## src/sv/gra_pkg.sv

```systemverilog
`timescale 1ns / 1ps

package gra_pkg;

  localparam int HISTORY_DEPTH = 9;
  localparam int RING_DEPTH    = HISTORY_DEPTH + 1;
  localparam int HIST_AW       = $clog2(RING_DEPTH);

  localparam int GYRO_W     = 24;
  localparam int OFFSET_W   = 24;
  localparam int WIN_W      = 4;
  localparam int URATE_W    = 10;
  localparam int RATE_W     = 32;
  localparam int SPEED_W    = 32;
  localparam int ACC_W      = 40;
  localparam int HEAD_W     = 25;
  localparam int CFG_IDX_W  = 8;
  localparam int CFG_DATA_W = 24;

  localparam int WIN_MAX = (HISTORY_DEPTH > (2 ** WIN_W - 1)) ? (2 ** WIN_W - 1) : HISTORY_DEPTH;

  localparam int DIFF_W    = GYRO_W + 1;
  localparam int K_W       = 30;
  localparam int PROD_W    = DIFF_W + K_W + 1;
  localparam int SUM_W     = RATE_W + $clog2(HISTORY_DEPTH);
  localparam int ACC_RAW_W = (RATE_W + 1) + (URATE_W + 1);
  localparam int HP_W      = 34;

  localparam int NUM_W     = 46;
  localparam int DEN_W     = 25;
  localparam int DIV_STEPS = NUM_W / 2;
  localparam int DIV_CW    = $clog2(DIV_STEPS + 1);

  // a full turn is 45 * 2^19 in Q9.16; fold by the upper bits with a reciprocal multiply
  localparam int WRAP_SH  = 19;
  localparam int WRAP_YW  = HP_W - WRAP_SH + 1;
  localparam int WRAP_RSH = 21;
  localparam int WRAP_QW  = 2 * WRAP_YW - WRAP_RSH;
  localparam int WRAP_RW  = HEAD_W - WRAP_SH;

  localparam logic [K_W-1:0]        RAD2DEG_Q24 = 30'd961263669;
  localparam logic [PROD_W-1:0]     ROUND_Q24   = PROD_W'(2 ** 23);
  localparam logic [HEAD_W-1:0]     HALF_TURN   = 25'd11796480;
  localparam logic [WRAP_YW-1:0]    WRAP_DIV    = WRAP_YW'(45);
  localparam logic [WRAP_YW-1:0]    WRAP_BIAS   = WRAP_YW'(16425);
  localparam logic [WRAP_YW-1:0]    WRAP_RECIP  = WRAP_YW'(46604);

  typedef enum logic [CFG_IDX_W-1:0] {
    CFG_GYRO_OFFSET = 8'd0,
    CFG_INVERT_RATE = 8'd1,
    CFG_WINDOW_LEN  = 8'd2,
    CFG_UPDATE_RATE = 8'd3
  } cfg_idx_e;

  typedef enum logic [3:0] {
    ST_IDLE,
    ST_CONV,
    ST_RATE,
    ST_READ,
    ST_DRAIN,
    ST_ACC,
    ST_DIV_GO,
    ST_DIV_WAIT,
    ST_WRAP,
    ST_FOLD,
    ST_OUT
  } state_e;

  typedef enum logic [1:0] {
    OP_SPEED,
    OP_ACC,
    OP_HEAD
  } div_op_e;

  typedef struct packed {
    logic               push;
    logic [RATE_W-1:0]  wdata;
    logic               rd_en;
    logic [HIST_AW-1:0] rd_off;
  } hist_req_t;

  typedef struct packed {
    logic             start;
    logic [NUM_W-1:0] num;
    logic [DEN_W-1:0] den;
  } div_req_t;

  typedef struct packed {
    logic             done;
    logic [NUM_W-1:0] quot;
  } div_rsp_t;

endpackage

```

## src/sv/gra_in_if.sv

```systemverilog
`timescale 1ns / 1ps

interface gra_in_if import gra_pkg::*; ();
  logic                     valid;
  logic                     ready;
  logic signed [GYRO_W-1:0] gyro_z;

  modport source (output valid, output gyro_z, input ready);
  modport sink   (input valid, input gyro_z, output ready);
endinterface

```

## src/sv/gra_out_if.sv

```systemverilog
`timescale 1ns / 1ps

interface gra_out_if import gra_pkg::*; ();
  logic                      valid;
  logic                      ready;
  logic signed [SPEED_W-1:0] rot_speed;
  logic signed [ACC_W-1:0]   rot_acc;
  logic signed [HEAD_W-1:0]  heading_change;

  modport source (output valid, output rot_speed, output rot_acc, output heading_change,
                  input ready);
  modport sink   (input valid, input rot_speed, input rot_acc, input heading_change,
                  output ready);
endinterface

```

## src/sv/gra_cfg_if.sv

```systemverilog
`timescale 1ns / 1ps

interface gra_cfg_if import gra_pkg::*; ();
  logic                  valid;
  logic                  ready;
  logic [CFG_IDX_W-1:0]  index;
  logic [CFG_DATA_W-1:0] data;

  modport source (output valid, output index, output data, input ready);
  modport sink   (input valid, input index, input data, output ready);
endinterface

```

## src/sv/gra_div.sv

```systemverilog
`timescale 1ns / 1ps

module gra_div import gra_pkg::*; (
  input  logic     clk_i,
  input  logic     rst_ni,
  input  div_req_t req_i,
  output div_rsp_t rsp_o
);

  logic              busy_q;
  logic              done_q;
  logic              neg_q;
  logic [DIV_CW-1:0] cnt_q;
  logic [DEN_W-1:0]  den_q;
  logic [DEN_W-1:0]  rem_q;
  logic [NUM_W-1:0]  quo_q;
  logic [DEN_W-1:0]  rem_d;
  logic [NUM_W-1:0]  quo_d;

  // two restoring steps per cycle
  always_comb begin
    logic [DEN_W-1:0] r;
    logic [NUM_W-1:0] q;
    logic [DEN_W:0]   t;
    r = rem_q;
    q = quo_q;
    t = '0;
    for (int s = 0; s < 2; s++) begin
      t = {r, q[NUM_W-1]};
      q = {q[NUM_W-2:0], 1'b0};
      if (t >= {1'b0, den_q}) begin
        t    = t - {1'b0, den_q};
        q[0] = 1'b1;
      end
      r = t[DEN_W-1:0];
    end
    rem_d = r;
    quo_d = q;
  end

  always_ff @(posedge clk_i or negedge rst_ni) begin
    if (!rst_ni) begin
      busy_q <= 1'b0;
      done_q <= 1'b0;
      cnt_q  <= '0;
    end else begin
      done_q <= 1'b0;
      if (req_i.start) begin
        busy_q <= 1'b1;
        cnt_q  <= DIV_CW'(DIV_STEPS);
      end else if (busy_q) begin
        cnt_q <= cnt_q - DIV_CW'(1);
        if (cnt_q == DIV_CW'(1)) begin
          busy_q <= 1'b0;
          done_q <= 1'b1;
        end
      end
    end
  end

  // floor division: fold a negative dividend with one's complement
  always_ff @(posedge clk_i) begin
    if (req_i.start) begin
      neg_q <= req_i.num[NUM_W-1];
      quo_q <= req_i.num[NUM_W-1] ? ~req_i.num : req_i.num;
      rem_q <= '0;
      den_q <= req_i.den;
    end else if (busy_q) begin
      quo_q <= quo_d;
      rem_q <= rem_d;
    end
  end

  assign rsp_o.done = done_q;
  assign rsp_o.quot = neg_q ? ~quo_q : quo_q;

`ifndef SYNTHESIS
  a_rem_below_den: assert property (@(posedge clk_i) disable iff (!rst_ni)
    busy_q && !req_i.start |-> rem_q < den_q)
    else $error("divider remainder not below divisor");

  a_busy_from_start: assert property (@(posedge clk_i) disable iff (!rst_ni)
    busy_q && !$past(busy_q) |-> $past(req_i.start))
    else $error("divider started without request");
`endif

endmodule

```

## src/sv/gra_hist.sv

```systemverilog
`timescale 1ns / 1ps

module gra_hist import gra_pkg::*; (
  input  logic              clk_i,
  input  logic              rst_ni,
  input  hist_req_t         req_i,
  output logic [RATE_W-1:0] rd_data_o
);

  logic [RATE_W-1:0]     mem_q [RING_DEPTH];
  logic [RING_DEPTH-1:0] valid_q;
  logic [HIST_AW-1:0]    wp_q;
  logic [HIST_AW-1:0]    wp_d;
  logic [HIST_AW-1:0]    rd_addr;
  logic [HIST_AW:0]      rd_wrap;
  logic [RATE_W-1:0]     rdata_q;
  logic                  rvalid_q;

  assign wp_d    = (wp_q == HIST_AW'(RING_DEPTH - 1)) ? '0 : wp_q + HIST_AW'(1);
  assign rd_wrap = {1'b0, wp_q} + (HIST_AW + 1)'(RING_DEPTH) - {1'b0, req_i.rd_off};
  assign rd_addr = (wp_q >= req_i.rd_off) ? (wp_q - req_i.rd_off) : rd_wrap[HIST_AW-1:0];

  always_ff @(posedge clk_i) begin
    if (req_i.push) begin
      mem_q[wp_d] <= req_i.wdata;
    end
    if (req_i.rd_en) begin
      rdata_q <= mem_q[rd_addr];
    end
  end

  always_ff @(posedge clk_i or negedge rst_ni) begin
    if (!rst_ni) begin
      wp_q     <= '0;
      valid_q  <= '0;
      rvalid_q <= 1'b0;
    end else begin
      if (req_i.push) begin
        wp_q          <= wp_d;
        valid_q[wp_d] <= 1'b1;
      end
      if (req_i.rd_en) begin
        rvalid_q <= valid_q[rd_addr];
      end
    end
  end

  // unwritten entries read as zero
  assign rd_data_o = rvalid_q ? rdata_q : '0;

`ifndef SYNTHESIS
  a_wp_in_ring: assert property (@(posedge clk_i) disable iff (!rst_ni)
    wp_q <= HIST_AW'(RING_DEPTH - 1))
    else $error("history pointer outside ring");

  a_no_push_during_read: assert property (@(posedge clk_i) disable iff (!rst_ni)
    !(req_i.push && req_i.rd_en))
    else $error("history push and read overlap");
`endif

endmodule

```

## src/sv/gyro_rate_average_heading.sv

```systemverilog
`timescale 1ns / 1ps

// Yaw-rate averager and heading integrator. Each request carries one Q8.16 rad/s sample; the
// block removes the offset, converts to Q16.16 deg/s, pushes it into a ring memory of the newest
// HISTORY_DEPTH+1 rates and returns the windowed mean rate, the saturated mean rate change and
// the heading wrapped to [-180,180). One sample is processed at a time: after the sample is accepted,
// the block reads n history entries, n being the effective window, then runs three divisions on
// the shared radix-4 divider and wraps the heading in the wrap and fold states. The next sample
// is accepted once the result is loaded, while that result may still wait; a result that finds
// the previous one still waiting holds until it is taken. Configuration writes are always ready.

module gyro_rate_average_heading import gra_pkg::*; (
  input  logic      clk_i,
  input  logic      rst_ni,
  gra_in_if.sink    in_i,
  gra_out_if.source res_o,
  gra_cfg_if.sink   cfg_i
);

  state_e  state_q, state_d;
  div_op_e op_q, op_d;

  logic [OFFSET_W-1:0] offset_q;
  logic                invert_q;
  logic [WIN_W-1:0]    win_q;
  logic [URATE_W-1:0]  urate_q;

  logic [WIN_W-1:0]    n_eff;
  logic [URATE_W-1:0]  f_eff;
  logic [HIST_AW-1:0]  n_off;

  logic [HIST_AW-1:0]  rd_cnt_q;
  logic [HIST_AW-1:0]  rd_idx_q;
  logic                rd_pend_q;
  logic [RATE_W-1:0]   rd_data;

  logic signed [DIFF_W-1:0] diff_q;
  logic signed [PROD_W-1:0] prod_q;
  logic signed [PROD_W-1:0] prod_rnd;
  logic signed [K_W:0]      k_s;
  logic signed [PROD_W-1:0] prod_d;
  logic [RATE_W-1:0]        rate_abs;
  logic [RATE_W-1:0]        rate_d;
  logic [RATE_W-1:0]        rate_q;
  logic [SUM_W-1:0]         sum_q;
  logic [RATE_W-1:0]        old_q;
  logic signed [RATE_W:0]   rate_dlt;
  logic signed [URATE_W:0]  f_s;
  logic signed [ACC_RAW_W-1:0] acc_d;
  logic [ACC_RAW_W-1:0]     acc_q;

  logic [SPEED_W-1:0] speed_q;
  logic [ACC_W-1:0]   acc_res_q;
  logic [ACC_W-1:0]   acc_sat;
  logic [HP_W-1:0]    head_pre_q;
  logic [HEAD_W-1:0]  heading_q;
  logic [HEAD_W:0]    head_wrap;

  logic [WRAP_YW-1:0]   wrap_y;
  logic [2*WRAP_YW-1:0] wrap_prod;
  logic [WRAP_QW-1:0]   wrap_q;
  logic [WRAP_RW-1:0]   wrap_rem;

  logic               out_valid_q;
  logic               out_load;
  logic [SPEED_W-1:0] out_speed_q;
  logic [ACC_W-1:0]   out_acc_q;
  logic [HEAD_W-1:0]  out_head_q;

  hist_req_t hist_req;
  div_req_t  div_req;
  div_rsp_t  div_rsp;

  gra_hist u_hist (
    .clk_i     (clk_i),
    .rst_ni    (rst_ni),
    .req_i     (hist_req),
    .rd_data_o (rd_data)
  );

  gra_div u_div (
    .clk_i  (clk_i),
    .rst_ni (rst_ni),
    .req_i  (div_req),
    .rsp_o  (div_rsp)
  );

  // configuration
  assign cfg_i.ready = 1'b1;

  always_ff @(posedge clk_i or negedge rst_ni) begin
    if (!rst_ni) begin
      offset_q <= '0;
      invert_q <= 1'b0;
      win_q    <= WIN_W'(3);
      urate_q  <= URATE_W'(50);
    end else if (cfg_i.valid) begin
      case (cfg_idx_e'(cfg_i.index))
        CFG_GYRO_OFFSET: offset_q <= cfg_i.data[OFFSET_W-1:0];
        CFG_INVERT_RATE: invert_q <= cfg_i.data[0];
        CFG_WINDOW_LEN:  win_q    <= cfg_i.data[WIN_W-1:0];
        CFG_UPDATE_RATE: urate_q  <= cfg_i.data[URATE_W-1:0];
        default: ;
      endcase
    end
  end

  assign n_eff = (win_q == '0) ? WIN_W'(1) :
                 (win_q > WIN_W'(WIN_MAX)) ? WIN_W'(WIN_MAX) : win_q;
  assign f_eff = (urate_q == '0) ? URATE_W'(1) : urate_q;
  assign n_off = HIST_AW'(n_eff);

  // datapath arithmetic
  assign k_s      = {1'b0, RAD2DEG_Q24};
  assign prod_d   = diff_q * k_s;
  assign prod_rnd = prod_q + $signed(ROUND_Q24);
  assign rate_abs = prod_rnd[RATE_W+23:24];
  assign rate_d   = invert_q ? (RATE_W'(0) - rate_abs) : rate_abs;

  assign rate_dlt = $signed({rate_q[RATE_W-1], rate_q}) - $signed({old_q[RATE_W-1], old_q});
  assign f_s      = $signed({1'b0, f_eff});
  assign acc_d    = rate_dlt * f_s;

  assign acc_sat = ((&div_rsp.quot[NUM_W-1:ACC_W-1]) || !(|div_rsp.quot[NUM_W-1:ACC_W-1])) ?
                   div_rsp.quot[ACC_W-1:0] :
                   (div_rsp.quot[NUM_W-1] ? {1'b1, {(ACC_W-1){1'b0}}} :
                                            {1'b0, {(ACC_W-1){1'b1}}});

  // heading wrap: biased turn count from the upper bits, then the remainder in those bits
  assign wrap_y    = {head_pre_q[HP_W-1], head_pre_q[HP_W-1:WRAP_SH]} + WRAP_BIAS;
  assign wrap_prod = wrap_y * WRAP_RECIP;
  assign wrap_rem  = WRAP_RW'(wrap_y - WRAP_YW'(wrap_q) * WRAP_DIV);
  assign head_wrap = {1'b0, wrap_rem, head_pre_q[WRAP_SH-1:0]} - {1'b0, HALF_TURN};

  // divider operand select
  always_comb begin
    div_req.start = (state_q == ST_DIV_GO);
    case (op_q)
      OP_SPEED: begin
        div_req.num = {{(NUM_W-SUM_W-1){sum_q[SUM_W-1]}}, sum_q, 1'b0} + NUM_W'(n_eff);
        div_req.den = DEN_W'({n_eff, 1'b0});
      end
      OP_ACC: begin
        div_req.num = {{(NUM_W-ACC_RAW_W-1){acc_q[ACC_RAW_W-1]}}, acc_q, 1'b0} + NUM_W'(n_eff);
        div_req.den = DEN_W'({n_eff, 1'b0});
      end
      default: begin
        div_req.num = {{(NUM_W-RATE_W-1){rate_q[RATE_W-1]}}, rate_q, 1'b0} + NUM_W'(f_eff);
        div_req.den = DEN_W'({f_eff, 1'b0});
      end
    endcase
  end

  assign out_load = (state_q == ST_OUT) && (!out_valid_q || res_o.ready);

  // next state
  always_comb begin
    state_d = state_q;
    op_d    = op_q;
    case (state_q)
      ST_IDLE:  if (in_i.valid) state_d = ST_CONV;
      ST_CONV:  state_d = ST_RATE;
      ST_RATE:  state_d = ST_READ;
      ST_READ:  if (rd_cnt_q == n_off) state_d = ST_DRAIN;
      ST_DRAIN: state_d = ST_ACC;
      ST_ACC: begin
        state_d = ST_DIV_GO;
        op_d    = OP_SPEED;
      end
      ST_DIV_GO: state_d = ST_DIV_WAIT;
      ST_DIV_WAIT: begin
        if (div_rsp.done) begin
          case (op_q)
            OP_SPEED: begin
              op_d    = OP_ACC;
              state_d = ST_DIV_GO;
            end
            OP_ACC: begin
              op_d    = OP_HEAD;
              state_d = ST_DIV_GO;
            end
            default: state_d = ST_WRAP;
          endcase
        end
      end
      ST_WRAP: state_d = ST_FOLD;
      ST_FOLD: state_d = ST_OUT;
      ST_OUT:  if (out_load) state_d = ST_IDLE;
      default: state_d = ST_IDLE;
    endcase
  end

  // outputs
  always_comb begin
    in_i.ready      = (state_q == ST_IDLE);
    hist_req.push   = (state_q == ST_RATE);
    hist_req.wdata  = rate_d;
    hist_req.rd_en  = (state_q == ST_READ);
    hist_req.rd_off = rd_cnt_q;
  end

  always_ff @(posedge clk_i or negedge rst_ni) begin
    if (!rst_ni) begin
      state_q     <= ST_IDLE;
      op_q        <= OP_SPEED;
      rd_cnt_q    <= '0;
      rd_pend_q   <= 1'b0;
      out_valid_q <= 1'b0;
      heading_q   <= '0;
    end else begin
      state_q   <= state_d;
      op_q      <= op_d;
      rd_pend_q <= (state_q == ST_READ);
      if (state_q == ST_RATE) begin
        rd_cnt_q <= HIST_AW'(1);
      end else if (state_q == ST_READ) begin
        rd_cnt_q <= rd_cnt_q + HIST_AW'(1);
      end
      if (state_q == ST_FOLD) begin
        heading_q <= head_wrap[HEAD_W-1:0];
      end
      if (out_load) begin
        out_valid_q <= 1'b1;
      end else if (res_o.ready) begin
        out_valid_q <= 1'b0;
      end
    end
  end

  always_ff @(posedge clk_i) begin
    if (in_i.valid && in_i.ready) begin
      diff_q <= $signed({in_i.gyro_z[GYRO_W-1], in_i.gyro_z}) -
                $signed({offset_q[OFFSET_W-1], offset_q});
    end
    if (state_q == ST_CONV) begin
      prod_q <= prod_d;
    end
    if (state_q == ST_RATE) begin
      rate_q <= rate_d;
      sum_q  <= {{(SUM_W-RATE_W){rate_d[RATE_W-1]}}, rate_d};
    end
    rd_idx_q <= rd_cnt_q;
    // hold the oldest entry aside for the rate change
    if (rd_pend_q) begin
      if (rd_idx_q == n_off) begin
        old_q <= rd_data;
      end else begin
        sum_q <= sum_q + {{(SUM_W-RATE_W){rd_data[RATE_W-1]}}, rd_data};
      end
    end
    if (state_q == ST_ACC) begin
      acc_q <= acc_d;
    end
    if (state_q == ST_DIV_WAIT && div_rsp.done) begin
      case (op_q)
        OP_SPEED: speed_q   <= div_rsp.quot[SPEED_W-1:0];
        OP_ACC:   acc_res_q <= acc_sat;
        OP_HEAD:  head_pre_q <= {{(HP_W-HEAD_W){heading_q[HEAD_W-1]}}, heading_q} +
                                div_rsp.quot[HP_W-1:0] + HP_W'(HALF_TURN);
        default: ;
      endcase
    end
    if (state_q == ST_WRAP) begin
      wrap_q <= WRAP_QW'(wrap_prod >> WRAP_RSH);
    end
    if (out_load) begin
      out_speed_q <= speed_q;
      out_acc_q   <= acc_res_q;
      out_head_q  <= heading_q;
    end
  end

  assign res_o.valid          = out_valid_q;
  assign res_o.rot_speed      = out_speed_q;
  assign res_o.rot_acc        = out_acc_q;
  assign res_o.heading_change = out_head_q;

`ifndef SYNTHESIS
  a_result_from_out_state: assert property (@(posedge clk_i) disable iff (!rst_ni)
    $rose(out_valid_q) |-> $past(state_q == ST_OUT))
    else $error("result raised outside output state");

  a_heading_in_range: assert property (@(posedge clk_i) disable iff (!rst_ni)
    $signed(heading_q) >= $signed(-HALF_TURN) && $signed(heading_q) < $signed(HALF_TURN))
    else $error("heading outside half-turn range");
`endif

endmodule

```

## src/flat_wrapper.sv

```systemverilog
// flat-port wrapper written by rule: the top's interface ports become plain ports
module gyro_rate_average_heading_flat import gra_pkg::*;
  (clk_i, rst_ni, in_i_valid, in_i_gyro_z, in_i_ready, res_o_valid, res_o_rot_speed, res_o_rot_acc, res_o_heading_change, res_o_ready, cfg_i_valid, cfg_i_index, cfg_i_data, cfg_i_ready);
  gra_in_if in_i_i ();
  gra_out_if res_o_i ();
  gra_cfg_if cfg_i_i ();
  input  logic clk_i;
  input  logic rst_ni;
  input wire logic [$bits(in_i_i.valid)-1:0] in_i_valid;
  input wire logic [$bits(in_i_i.gyro_z)-1:0] in_i_gyro_z;
  output wire logic [$bits(in_i_i.ready)-1:0] in_i_ready;
  output wire logic [$bits(res_o_i.valid)-1:0] res_o_valid;
  output wire logic [$bits(res_o_i.rot_speed)-1:0] res_o_rot_speed;
  output wire logic [$bits(res_o_i.rot_acc)-1:0] res_o_rot_acc;
  output wire logic [$bits(res_o_i.heading_change)-1:0] res_o_heading_change;
  input wire logic [$bits(res_o_i.ready)-1:0] res_o_ready;
  input wire logic [$bits(cfg_i_i.valid)-1:0] cfg_i_valid;
  input wire logic [$bits(cfg_i_i.index)-1:0] cfg_i_index;
  input wire logic [$bits(cfg_i_i.data)-1:0] cfg_i_data;
  output wire logic [$bits(cfg_i_i.ready)-1:0] cfg_i_ready;
  assign in_i_i.valid = in_i_valid;
  assign in_i_i.gyro_z = in_i_gyro_z;
  assign in_i_ready = in_i_i.ready;
  assign res_o_valid = res_o_i.valid;
  assign res_o_rot_speed = res_o_i.rot_speed;
  assign res_o_rot_acc = res_o_i.rot_acc;
  assign res_o_heading_change = res_o_i.heading_change;
  assign res_o_i.ready = res_o_ready;
  assign cfg_i_i.valid = cfg_i_valid;
  assign cfg_i_i.index = cfg_i_index;
  assign cfg_i_i.data = cfg_i_data;
  assign cfg_i_ready = cfg_i_i.ready;
  gyro_rate_average_heading u_core (.clk_i(clk_i), .rst_ni(rst_ni), .in_i(in_i_i), .res_o(res_o_i), .cfg_i(cfg_i_i));
endmodule
```

## config.mk

```make
export PLATFORM = sky130hd
export DESIGN_NAME = gyro_rate_average_heading_flat
export DESIGN_NICKNAME = d
export VERILOG_FILES = /design/src/sv/gra_pkg.sv /design/src/sv/gra_in_if.sv /design/src/sv/gra_out_if.sv /design/src/sv/gra_cfg_if.sv /design/src/sv/gra_div.sv /design/src/sv/gra_hist.sv /design/src/sv/gyro_rate_average_heading.sv /design/src/flat_wrapper.sv
export SDC_FILE = /design/constraint.sdc
export NUM_CORES = 2
export LEC_CHECK = 0
export BUFFER_PORTS_ARGS = -buffer_cell sky130_fd_sc_hd__buf_2
export CORE_MARGIN = 1
export CORE_UTILIZATION = 40
export CTS_CLUSTER_SIZE = 28
export DETAILED_ROUTE_END_ITERATION = 8
export PLACE_DENSITY = 0.54
export SYNTH_ARGS = -nofsm -noshare
export SYNTH_HDL_FRONTEND = slang
export SYNTH_HIERARCHICAL = 1
export SYNTH_SLANG_ARGS = --single-unit
export TNS_END_PERCENT = 30
```

## constraint.sdc

```tcl
create_clock -name clk_i -period 16.1 [get_ports clk_i]
set_input_delay 3.22 -clock clk_i [delete_from_list [all_inputs] [get_ports clk_i]]
set_output_delay 3.22 -clock clk_i [all_outputs]
set_load 0.02 [all_outputs]
```

* After elaboration in Yosys (flattened, before gate mapping)
Memory sizes are Yosys's and may differ from the RTL's. A register that Yosys moved wholly into a read port is not among the register bits.
Cells that the tools add are included.
Widths: inputs -> output; s select.
** Storage, ports and cells
- Output and inout port bits :: 100
- Word-level logic and storage cells :: 172
- Memories kept :: 1
- Input bits :: 61
- Register bits after elaboration :: 638
- Bits in writable memories :: 320
** Memories
- u_core.u_hist.mem_q :: words 10, bits a word 32, read ports 1, clocked after Yosys merged registers in 1, wr ports 1, RTL line gra_hist.sv:10 : logic [RATE_W-1:0] mem_q [RING_DEPTH];
** Cells by class
- Eq/ne operators :: 24
- $add $sub $neg :: 21
- Muxes and demuxes :: 48
- $lt $le $gt $ge :: 7
- Reduce and logical (&&, ||, !) cells :: 30
- Bitwise gates (word level) :: 3
- Multipliers :: 4
** Operators by type and width (count)
- $mux 46 :: 4
- $pmux 71 s2 :: 1
- $mux 36 :: 3
- $not 46->46 :: 2
- $mux 40 :: 2
- $mux 32 :: 2
- $add 56x25->56 const B :: 1
- $mul 25x31->56 const B :: 1
- $ge 26x25->1 :: 2
- $mux 25 :: 2
- $sub 25x25->25 :: 2
- $add 45x5->46 :: 1
- $mul 33x11->44 :: 1
- $mux 4 :: 11
- $pmux 4 s11 :: 1
- $add 37x5->38 :: 1
- $add 36x36->36 :: 1
- $add 33x11->34 :: 1
- $add 34x24->34 const B :: 1
- $add 34x34->34 :: 1
- $sub 32x32->33 :: 1
- $sub 1x32->32 const A :: 1
- $mul 16x14->30 const B :: 1
- $sub 24x24->25 :: 1
- other kinds (47) :: 92

* Depth between registers and ports, before layout
- Depth after elaboration :: 8
- Depth in mapped cells :: 35

* By module
Netlist, hierarchy kept.
** Modules (own cells, without submodules)
- gyro_rate_average_heading :: times used 1, cells an instance 5427, area an instance 54583.6 µm²
- gra_hist :: times used 1, cells an instance 895, area an instance 15104.5 µm²
- gra_div :: times used 1, cells an instance 886, area an instance 8055.2 µm²

* Worst setup path after synthesis
No wires, ideal clock.
- Kind :: in2reg
- Start :: input port res_o_ready
- End :: register u_core.out_head_q[0] (netlist: u_core/res_o.heading_change[0]) (enable)
- Stages on the path :: 2
- Arrival time :: 7657 ps
- Buffers on the path :: 0
- Slack :: 7878 ps
- Path through :: nand2b_1 > nor2b_1
** Between the ends
- Longest elaborated chain between the ends :: 2
** Ends and longest elaborated chain
- start, declared :: RTL line flat_wrapper.sv:16 : input wire logic [$bits(res_o_i.ready)-1:0] res_o_ready;
- $logic_or 1x1->1 :: RTL line gyro_rate_average_heading.sv:154 : assign out_load = (state_q == ST_OUT) && (!out_valid_q || res_o.ready);
- $logic_and 1x1->1 :: RTL line gyro_rate_average_heading.sv:154
- named net u_core.out_load :: RTL line gyro_rate_average_heading.sv:65 : logic out_load;
- end signal, assigned :: RTL line gyro_rate_average_heading.sv:269 : out_head_q <= heading_q;
- end, declared :: RTL line gyro_rate_average_heading.sv:68 : logic [HEAD_W-1:0] out_head_q;
The timed path passes the listed nets, and every way through them passes these cells.
A chain may end at the register's enable or synchronous reset.

* Final worst setup path
- Start :: register u_core.rate_q[10]
- End :: register u_core.acc_q[43], data pin
** Between the ends
- Longest elaborated chain between the ends :: 2
** Ends and longest elaborated chain
- start, declared :: RTL line gyro_rate_average_heading.sv:44 : logic [RATE_W-1:0] rate_q;
- start signal, assigned :: RTL line gyro_rate_average_heading.sv:239 : rate_q <= rate_d;
- $sub 32x32->33 :: RTL line gyro_rate_average_heading.sv:120 : assign rate_dlt = $signed({rate_q[RATE_W-1], rate_q}) - $signed({old_q[RATE_W-1], old_q});
- $mul 33x11->44 :: RTL line gyro_rate_average_heading.sv:122 : assign acc_d = rate_dlt * f_s;
- named net u_core.acc_d[43] :: RTL line gyro_rate_average_heading.sv:49 : logic signed [ACC_RAW_W-1:0] acc_d;
- end signal, assigned :: RTL line gyro_rate_average_heading.sv:252 : acc_q <= acc_d;
- end, declared :: RTL line gyro_rate_average_heading.sv:50 : logic [ACC_RAW_W-1:0] acc_q;
The timed path passes the listed nets, and every way through them passes these cells.

==> flow_summary.ini <==
[status]
outcome = completed

[finish]
fill_cells = 18060
layout.nets = 8771
syn_to_final_growth_pct = 9.970
drive_gt1_frac = 0.09138

[cts]
post_cts_resized = 0
h-tree-depth = 3
post-cts-setup-buffers = 0
cts_sinks = 962
holdBufCountCts = 0
clock_latency_ns = 0.78
ctsLongestPathBuffers = 3
cts_tree = built
path_clk_slew_ns = 0.06
cts-root-buf = clkbuf_16
cts_buffers = 108

[synth]
yosysTopAreaCellShare = 0.3086
ys.flop_type = edfxtp_1
ys_types = 109
ys_seq_area_frac = 0.3570
synth_edf_count = 799
synthTopCellsByCount = inv_1 (1,051), edfxtp_1 (799), ha_1 (722)
ys_ff_latch = 962
yosysMostFrequentCell = inv_1
syn_area_per_cell_um2 = 10.79
synth_cells = 7208
yosysTopAreaCell = edfxtp_1
synth-async-reset-ratio = 0.1019
synthesis.area_um2 = 77740
yosysWarnings = 6
synth.area.top_cells = edfxtp_1 (31%), fa_1 (16%), ha_1 (12%)

[timing]
rsz0062_at_grt = no
setup_viol = 0
tightest_slew_ns = 1.253
tns_ns = 0
skew_ns = 0.1038
finalWorstPathRequiredPeriod_ns = 9.189
drv_slew = 0
max_slew_margin = 0.1572
hold_viol = 0
fmax_mhz = 108.8
finalCritPeriodShare = 0.5707

[die]
fp.dieH_um = 442.9
row_count = 161
dieArea_um2 = 196100
core_um2 = 192800
io_pins = 161
start_util = 0.4033
fp.dieW_um = 442.9

[placed_design]
gp_congestion = 0.9110
io_buffers = 159
dp_hpwl_um = 164900

[detailed_routing]
viasPerCell = 5.375
drc = 0
dr_total_vias = 53650
drt_iter0_markers = 3771
wl_um = 216100
ant_nets = 0
drt-wirelength-per-cell_um = 21.65
firstDrtPassIters = 5

[global_route]
grt_max_degree = 75
grt.total_usage = 0.2219
grt_overflow = 0
first_global_vias = 55080
grt_first_pass_wirelength_um = 336400
antenna_found_initial = 7

[worst_setup_path]
critPathMaxStageDelay_ns = 0.86
endpoint_kind = flip-flop
worstReg2RegStart = u_core/rate_q[10]
r2r_end = u_core/acc_q[43]
worst_path_most_repeated_cell = fa_1
reg2reg_depth = 29
critical_path_class = reg2reg
slowest_stage = xnor2_1
cp.required_ns = 16.52
path_max_fanout = 10
arrival_ns = 9.61
ff2ff_setup_slack_ns = 6.91
cp-start-kind = flip-flop

[run]
cap_viol_max_count = 0

[worst_hold_path]
holdPathStages = 0
hp-class = reg2reg
hold_end = u_core/res_o.rot_acc[35]
min_from = u_core/acc_res_q[35]
==> kinds of logic (layout without fill, tap and decap cells) <==
logic type                 after synthesis  after routing  synth area share
and+or+nand+nor                       1636           1636            0.1028
buffers and inverters                 1292           1522           0.06447
AOI/OAI and AO/OA                     1229           1229            0.1045
other                                    2             20        0.00009660
adders and majority gates             1347           1347            0.2771
DFF                                    962            962            0.3570
muxes                                  217            217           0.03491
xor gates and xnor gates               523            523           0.05902
==> stage by stage <==
stage	cell area, um^2	setup WS (ns)	utilization	std cells	hold slack, ns
after global routing	85480	6.372	0.4434	9978	0.3629
final	85490	6.911	0.4435	9982	0.3408
after CTS	85480	6.991	0.4434	9978	0.3303
after detailed placement	81810	7.096	0.4244	9779	0.4045
after global placement	81810	7.347	0.4244	9779	0.4016
after floorplan	77800	7.878	-	7222	0.4003
==> how the worst max path moves through the flow <==
stage | cells past startpoint | slack (ns) | from | to
global route | 29 | 6.37 | u_core/rate_q[10] | u_core/acc_q[37]
floorplan | 2 | 7.88 | res_o_ready | u_core/res_o.heading_change[0]
global placement | 29 | 7.35 | u_core/rate_q[10] | u_core/acc_q[43]
detailed placement | 29 | 7.10 | u_core/rate_q[10] | u_core/acc_q[43]
finish | 29 | 6.91 | u_core/rate_q[10] | u_core/acc_q[43]
CTS | 29 | 6.99 | u_core/rate_q[10] | u_core/acc_q[43]
==> worst max-delay path: cells and delay by family (launching register included) <==
| family | cells | cell delay (ns) |
|---|---|---|
| AO/OA/AOI/OAI | 9 | 2.21 |
| flip-flops | 1 | 0.47 |
| buffers and inverters | 3 | 0.16 |
| XOR/XNOR | 2 | 0.99 |
| AND/OR/NAND/NOR | 8 | 1.56 |
| adder cells (fa/ha/maj) | 7 | 3.41 |
==> metal layers <==
metal | share of wire | up-vias | GRT usage
met5 | 0.00019 | - | 0
met4 | 0.028 | 6 | 0.06289
met3 | 0.046 | 256 | 0.02368
met2 | 0.47 | 1272 | 0.3654
met1 | 0.46 | 27000 | 0.3090
li1 | - | 25120 | -
==> final cells by class <==
class	instances	area (um^2)	share of cell area
clock buffers	132	2918	0.03413
repair buffers	269	1628	0.01904
flip-flops and latches	962	27760	0.3247
well taps	2526	3161	0.03697
diodes	4	10.01	0.0001171
inverters	1054	3956	0.04628
multi-input cells	4968	45310	0.5300
clock inverters	67	754.5	0.008825
==> layout by cell type, fill, tap and decap left out, drive strengths merged, types with 18 or more instances in the layout <==
master / count
nand4: 65
and2: 185
mux2: 87
clkinv: 44
dfxtp: 65
xnor2: 311
buf: 269
a311oi: 18
o21bai: 36
nand2b: 49
edfxtp: 799
a31oi: 38
mux4: 33
a21o: 159
nor2: 362
o21ai: 242
inv: 1058
xor2: 212
and3: 63
o21a: 39
ha: 722
o22ai: 64
a21oi: 322
mux2i: 97
nor2b: 57
or2: 34
a221o: 35
o31ai: 20
a2111oi: 19
o211ai: 23
nor4: 31
fa: 625
nand3: 126
a211oi: 61
or3: 25
clkbuf: 132
nor3: 121
nand2: 468
dfrtp: 93
==> flip-flops by register name, summed over array words and instances, names as in the netlist, 6 cells and up <==
signal and flops:
u_core/u_div/rem_q 25, u_core/prod_q 33, u_core/u_div/quo_q 46, u_core/sum_q 36, u_core/u_hist/rdata_q 32, u_core/res_o.rot_acc 40, u_core/u_hist/valid_q 10, u_core/heading_q 25
u_core/diff_q 25, u_core/old_q 32, u_core/rate_q 32, u_core/head_pre_q 34, u_core/res_o.heading_change 25, u_core/wrap_q 6, u_core/acc_res_q 40, u_core/u_div/den_q 25
u_core/acc_q 44, u_core/offset_q 24, u_core/speed_q 32, u_core/res_o.rot_speed 32, u_core/u_hist/mem_q 320, u_core/urate_q 10
Power is not shown: default switching activity piles up to over one toggle a cycle in this logic, so the estimate is an artifact.
